$ cat src/rtl/core/lhsf_pkg.sv
// types and constants for the link handshake sync core
package lhsf_pkg;

    localparam int unsigned AGE_W = 16;
    localparam int unsigned CFG_ADDR_W = 1;
    localparam logic [AGE_W-1:0] AGE_MAX = '1;
    localparam logic [AGE_W-1:0] RETRY_RESET = 16'd1000;
    localparam logic [AGE_W-1:0] TIMEOUT_RESET = 16'd5000;

    typedef enum logic [CFG_ADDR_W-1:0] {
        CFG_BOOT_RETRY  = 1'b0,
        CFG_STATE_TMOUT = 1'b1
    } lhsf_cfg_t;

    typedef enum logic [2:0] {
        MODE_START   = 3'd0,
        MODE_RESYNC  = 3'd1,
        MODE_TICK    = 3'd2,
        MODE_DETAILS = 3'd3,
        MODE_STATE   = 3'd4
    } lhsf_mode_t;

    typedef enum logic [1:0] {
        PH_DETAILS = 2'd0,
        PH_STATE   = 2'd1,
        PH_SYNCED  = 2'd2
    } lhsf_phase_t;

    typedef struct packed {
        logic [2:0]       mode;
        logic [AGE_W-1:0] delta_ms;
        logic             boot_accepted;
    } lhsf_in_t;

    typedef struct packed {
        logic       send_boot;
        logic       send_ping;
        logic       allow_state_requests;
        logic       allow_mutating;
        logic [1:0] phase;
    } lhsf_out_t;

endpackage

$ cat src/rtl/core/link_handshake_sync_fsm_core.sv
// link handshake sync core: controller-side three-phase handshake tracker
//
// s_valid/s_ready/s_data carry one event request per beat (start, resync,
// tick with elapsed ms, details served, state served). m_valid/m_ready/m_data
// return exactly one result per event: boot and ping requests, trust gates
// and the phase after the event.
// cfg_we/cfg_addr/cfg_wdata write the boot retry interval (index 0) and the
// await-state timeout (index 1) at any edge with cfg_we high.
// An event is taken into an input register, evaluated against the phase and
// the two saturating ages, and lands in an output register when it is free:
// the result is then on m_data and can be taken at the next edge; one event
// per cycle is sustained while the receiver does not stall.
// A stalled receiver holds the output register; the input register still
// takes one more event, after which s_ready follows m_ready.
// Synchronous active-low reset empties both registers and sets phase to
// awaiting details, boot age to 65535, await age to 0 and config to 1000/5000.
module link_handshake_sync_fsm_core (
    input  logic                            aclk,
    input  logic                            aresetn,
    input  logic                            s_valid,
    output logic                            s_ready,
    input  lhsf_pkg::lhsf_in_t              s_data,
    output logic                            m_valid,
    input  logic                            m_ready,
    output lhsf_pkg::lhsf_out_t             m_data,
    input  logic                            cfg_we,
    input  logic [lhsf_pkg::CFG_ADDR_W-1:0] cfg_addr,
    input  logic [lhsf_pkg::AGE_W-1:0]      cfg_wdata
);
    import lhsf_pkg::*;

    logic             in_valid_reg;
    lhsf_in_t         in_reg;
    logic             out_valid_reg;
    lhsf_out_t        out_reg;
    lhsf_phase_t      phase_reg, phase_next;
    logic [AGE_W-1:0] boot_age_reg, boot_age_next;
    logic [AGE_W-1:0] await_age_reg, await_age_next;
    logic [AGE_W-1:0] retry_ms_reg, timeout_ms_reg;
    lhsf_out_t        result_next;
    logic [AGE_W:0]   boot_sum, await_sum;
    logic [AGE_W-1:0] boot_tick, await_tick;
    logic             out_free, in_fire, s_fire;

    assign out_free = !out_valid_reg || m_ready;
    assign in_fire  = in_valid_reg && out_free;
    assign s_ready  = !in_valid_reg || out_free;
    assign s_fire   = s_valid && s_ready;
    assign m_valid  = out_valid_reg;
    assign m_data   = out_reg;

    always_ff @(posedge aclk) begin
        if (!aresetn) begin
            retry_ms_reg   <= RETRY_RESET;
            timeout_ms_reg <= TIMEOUT_RESET;
        end else if (cfg_we) begin
            case (lhsf_cfg_t'(cfg_addr))
                CFG_BOOT_RETRY:  retry_ms_reg   <= cfg_wdata;
                CFG_STATE_TMOUT: timeout_ms_reg <= cfg_wdata;
                default: ;
            endcase
        end
    end

    always_ff @(posedge aclk) begin
        if (!aresetn) begin
            in_valid_reg <= 1'b0;
        end else if (s_ready) begin
            in_valid_reg <= s_valid;
        end
        if (s_fire) begin
            in_reg <= s_data;
        end
    end

    always_ff @(posedge aclk) begin
        if (!aresetn) begin
            phase_reg     <= PH_DETAILS;
            boot_age_reg  <= AGE_MAX;
            await_age_reg <= '0;
        end else if (in_fire) begin
            phase_reg     <= phase_next;
            boot_age_reg  <= boot_age_next;
            await_age_reg <= await_age_next;
        end
    end

    always_ff @(posedge aclk) begin
        if (!aresetn) begin
            out_valid_reg <= 1'b0;
        end else if (out_free) begin
            out_valid_reg <= in_valid_reg;
        end
        if (in_fire) begin
            out_reg <= result_next;
        end
    end

    always_comb begin
        boot_sum   = {1'b0, boot_age_reg} + {1'b0, in_reg.delta_ms};
        await_sum  = {1'b0, await_age_reg} + {1'b0, in_reg.delta_ms};
        boot_tick  = boot_sum[AGE_W] ? AGE_MAX : boot_sum[AGE_W-1:0];
        await_tick = await_sum[AGE_W] ? AGE_MAX : await_sum[AGE_W-1:0];

        phase_next     = phase_reg;
        boot_age_next  = boot_age_reg;
        await_age_next = await_age_reg;
        result_next    = '0;

        case (lhsf_mode_t'(in_reg.mode))
            MODE_START: begin
                phase_next            = PH_DETAILS;
                await_age_next        = '0;
                boot_age_next         = in_reg.boot_accepted ? '0 : AGE_MAX;
                result_next.send_boot = 1'b1;
            end
            MODE_RESYNC: begin
                phase_next     = PH_DETAILS;
                await_age_next = '0;
                boot_age_next  = '0;
            end
            MODE_TICK: begin
                boot_age_next  = boot_tick;
                await_age_next = await_tick;
                case (phase_reg)
                    PH_SYNCED: begin
                        result_next.send_ping = 1'b1;
                    end
                    PH_DETAILS: begin
                        if (boot_tick >= retry_ms_reg) begin
                            result_next.send_boot = 1'b1;
                            if (in_reg.boot_accepted) begin
                                boot_age_next = '0;
                            end
                        end
                    end
                    PH_STATE: begin
                        if (await_tick >= timeout_ms_reg) begin
                            phase_next            = PH_DETAILS;
                            await_age_next        = '0;
                            boot_age_next         = in_reg.boot_accepted ? '0 : AGE_MAX;
                            result_next.send_boot = 1'b1;
                        end
                    end
                    default: ;
                endcase
            end
            MODE_DETAILS: begin
                if (phase_reg == PH_DETAILS) begin
                    phase_next     = PH_STATE;
                    await_age_next = '0;
                end
            end
            MODE_STATE: begin
                if (phase_reg == PH_STATE) begin
                    phase_next     = PH_SYNCED;
                    await_age_next = '0;
                end
            end
            default: ;
        endcase

        result_next.allow_state_requests = (phase_next != PH_DETAILS);
        result_next.allow_mutating       = (phase_next == PH_SYNCED);
        result_next.phase                = phase_next;
    end

endmodule

$ cat config.mk
export PLATFORM = sky130hd
export DESIGN_NAME = link_handshake_sync_fsm_core
export DESIGN_NICKNAME = d
export VERILOG_FILES = /design/src/rtl/core/lhsf_pkg.sv /design/src/rtl/core/link_handshake_sync_fsm_core.sv
export SDC_FILE = /design/constraint.sdc
export NUM_CORES = 1
export LEC_CHECK = 0
export BUFFER_PORTS_ARGS = -buffer_cell sky130_fd_sc_hd__buf_2
export CAP_MARGIN = 25
export CORE_MARGIN = 2
export CORE_UTILIZATION = 55
export CTS_CLUSTER_DIAMETER = 40
export DETAILED_ROUTE_END_ITERATION = 10
export GPL_TIMING_DRIVEN = 0
export HOLD_SLACK_MARGIN = 0.1
export PLACE_DENSITY = 0.74
export SLEW_MARGIN = 20
export SYNTH_ARGS = -nofsm -noshare
export SYNTH_HDL_FRONTEND = slang
export SYNTH_SLANG_ARGS = --single-unit
$ cat constraint.sdc
create_clock -name aclk -period 11.3 [get_ports aclk]
set_input_delay 2.26 -clock aclk [delete_from_list [all_inputs] [get_ports aclk]]
set_output_delay 2.26 -clock aclk [all_outputs]
set_load 0.1 [all_outputs]
==> summary.md <==
| Metric | Value |
|---|---|
| Worst stage delay on the critical path | `0.46 ns` |
| Synth Register Bits | `94` |
| CTS clk-pin slew, worst paths | `~0.090 ns` |
| Sequential fraction of the synthesis area | `around 37%` |
| Worst Path Required | `11.60 ns` |
| Worst R2R Start | `in_reg[1]` |
| Antenna-violating nets left | `0` |
| Crit path max fanout | `10` |
| Vias post-DR | `5168` |
| Critical path class | `reg2reg` |
| Post-cts hold buffer count | `0` |
| P_leak | `2.75 nW` |
| Critical Path, Cell by Cell | `ha_1 > fa_1 > a211oi_1 > o21ai_0 > a211oi_1 > o21ai_0 > a221oi_1 > buf_2 > buf_2 > nand2_1 > ha_1 > a21o_1 > a21o_1 > a221oi_2 > o311ai_0 > and3_1 > o31a_1 > buf_6 > a311oi_1` |
| Filler cells | `approximately 910` |
| Setup TNS | `0 ns` |
| Initial antenna violation count | `0` |
| CP delay by family, top | `compound AO/OA/AOI/OAI gates` |
| EDFF count, synth | `26` |
| Worst setup SP type | `flip-flop` |
| Die Ht | `between 100 and 150 µm` |
| RSZ-0062 raised after global routing | `false` |
| Largest net degree at the start of global routing | `21` |
| Crit. End Element | `flip-flop` |
| Fin crit share | `about half` |
| CTS tree | `done` |
| CTS Buf Count | `9` |
| Layout Nets | `852` |
| Max stage delay cell, worst path | `edfxtp_1` |
| DP HPWL | `11.7 mm` |
| Post-CTS resize count | `0` |
| Pwr Density | `roughly 120 nW/µm²` |
| H-tree levels | `3` |
| Synthesized area | `between 5000 and 6000 µm²` |
| Ant. Diodes | `0` |
| Status | `complete, no violations` |
| Net Count, Synth | `between 700 and 800` |
| DRT iter0 DRCs | `280` |
| Critical Path Source | `in_reg[1]` |
| FP Rows | `37` |
| Setup violators final | `0` |
| Avg WL per Cell | `~17 µm` |
| Clock sink total | `94` |
| Initial Utilization | `between 50% and 60%` |
| Worst EP arrival | `approximately 5.9 ns` |
| DRC violations left | `0` |
| Post-Synthesis Cells | `a little under 700` |
| Synth Area per Inst | `around 8.6 µm²` |
| Critical path buffer and inverter count | `3` |
| Slew headroom | `between 30% and 40%` |
| Async S/R FF share, synth | `0%` |
| Fin. max-slew vios | `0` |
| Maxcap violations | `0` |
| Worst Tran Pin Value | `a little under 1 ns` |
| R2R Path End | `boot_age_reg[10]` |
| R2R depth | `19` |
| Post-layout util | `a little over three fifths` |
| Pre-CTS WS | `between 5 and 6 ns` |
| Max frequency | `about 180 MHz` |
| Clk_skew | `between 0.01 and 0.015 ns` |
| Clock Tree Buf Depth | `2` |
| Hold Path Class | `reg2reg` |
| R2r setup slk | `between 5 and 6 ns` |
| Post-CTS Setup Bufs | `0` |
| Layout cells sized above 1 | `a little under an eighth` |
| Pre-antenna DRT Iters | `5` |
| Post-route cell area | `between 6000 and 7000 µm²` |
| Worst setup margin | `roughly 5.7 ns` |
| Clk_lat worst skew | `about 0.39 ns` |
| Total congestion overflow | `0` |
| Max reg flops | `20` |
| Total wire length | `14.8 mm` |
| Routability Congestion | `0.925` |
| Top FF cell, synth | `dfxtp_1` |
| Vias in the first global route | `about 4.9k` |
| Min Tclk post-route | `5.58 ns` |
| Synth unique cells | `between 60 and 70` |
| VDD IR max | `slightly above 0.08 mV` |
| Worst path depth | `19` |
| Die area | `around 11000 µm²` |
| Hold Vio Cnt, Final | `0` |
| Vias per cell | `~5.8` |
| Io pins | `50` |
| Placed inst area | `roughly 6300 µm²` |
| Core box area | `about 10000 µm²` |
| Area Overhead vs Synth | `10.1%` |
| Die Width | `107 µm` |
| Global-route wire length before repair | `around 24 mm` |
| CTS Root Cell | `clkbuf_8` |
| # port buffers | `49` |
| Crit path capture | `boot_age_reg[10]` |
| Syn. warnings | `0` |
| GRT Overall Usage | `27.1%` |
## metal layers
| metal | share of wire, % | track usage (%) |
|---|---|---|
| met1 | 45 | 35.8 |
| met2 | 45 | 43.3 |
| met3 | 6.6 | 4.68 |
| met4 | 2.7 | 12.7 |
| met5 | 0 | 0 |
## cell families (layout without fill, tap and decap cells)
kind of cell | count (synthesis) | count (layout) | synth area share (%)
AOI/OAI and AO/OA | 205 | 205 | 23.2
xor gates and xnor gates | 23 | 23 | 3.44
adders and majority gates | 66 | 66 | 14.4
buffers and inverters | 70 | 135 | 5.30
DFF | 94 | 94 | 36.6
muxes | 1 | 1 | 0.171
and+or+nand+nor | 225 | 225 | 17.0
## worst min path at each step
stage | from | cells after the start | slack (ns) | endpoint
2_1_floorplan | await_age_reg[11] | 2 | 0.43 | await_age_reg[11]
3_3_place_gp | timeout_ms_reg[2] | 2 | 0.45 | timeout_ms_reg[2]
3_5_place_dp | timeout_ms_reg[14] | 2 | 0.45 | timeout_ms_reg[14]
4_1_cts | timeout_ms_reg[5] | 2 | 0.47 | timeout_ms_reg[5]
5_1_grt | await_age_reg[3] | 2 | 0.48 | await_age_reg[3]
6_report | timeout_ms_reg[2] | 2 | 0.46 | timeout_ms_reg[2]
## layout by cell type (no fill, tap or decap), types with 12 or more instances in the layout
master,n
ha_1,64
inv_1,44
xnor2_1,13
nand2_1,115
a211oi_1,14
buf_2,54
o21bai_1,17
nor2_1,52
edfxtp_1,26
o211ai_1,14
o21ai_0,27
a311oi_1,15
a21o_1,16
clkbuf_1,15
dfxtp_1,68
a21oi_1,72
nand2b_1,12
## cell type report
type	count	area, µm²	share of cell area [%]
plain buffers	26	145	2.25
clock buffers	10	128	1.98
clock inverters	6	46.3	0.718
inverters	44	165	2.56
multi-input cells	520	3400	52.8
flip-flops and latches	94	2140	33.2
well taps	136	170	2.64
repair buffers	49	245	3.80
## metrics by stage
stage / power (mW) / std cells / hold slack, ns
detailed placement: 0.571 / 869 / 0.451
CTS: 0.778 / 885 / 0.466
global route: 0.820 / 885 / 0.482
global placement: 0.561 / 869 / 0.446
floorplan: 0.517 / 684 / 0.433
finish: 0.776 / 885 / 0.463
## synth_stat cells, types with 2 or more instances
cell | instances | share of area (%)
o211ai_1 | 14 | 1.8
a311oi_1 | 15 | 2.2
xnor2_1 | 13 | 1.9
nor2_1 | 52 | 3.3
a31oi_1 | 4 | 0.43
nor3_1 | 6 | 0.51
a21oi_1 | 72 | 6.2
or2_2 | 2 | 0.21
a211oi_1 | 14 | 1.8
edfxtp_1 | 26 | 13
buf_6 | 4 | 0.77
nand3_1 | 6 | 0.51
dfxtp_1 | 68 | 23
and4_1 | 2 | 0.30
o21a_1 | 4 | 0.51
inv_1 | 44 | 2.8
o21ai_1 | 2 | 0.17
and3_1 | 5 | 0.53
buf_2 | 5 | 0.43
a21o_1 | 16 | 2.1
fa_1 | 2 | 0.68
nor2b_1 | 11 | 1.2
nand2b_1 | 12 | 1.3
o211a_1 | 2 | 0.34
nand2_1 | 115 | 7.4
o21ai_0 | 27 | 2.3
or3_1 | 2 | 0.21
ha_1 | 64 | 14
nand4_1 | 2 | 0.21
and2_1 | 4 | 0.43
o21bai_1 | 17 | 2.2
xor2_1 | 10 | 1.5
clkbuf_1 | 14 | 0.90
## tightest hold or removal path, stage by stage (launching register included)
cell     delay [ns]
dfxtp_1        0.32
nand2_1        0.05
a21oi_1        0.05
## report_power, final
part	switching [mW]	leakage (nW)	internal (mW)	total [mW]
clock network	0.127	0.0849	0.0816	0.209
logic	0.120	1.85	0.0724	0.193
registers	0.0116	0.811	0.363	0.375
No activity file was read; power rests on OpenSTA's default activity.
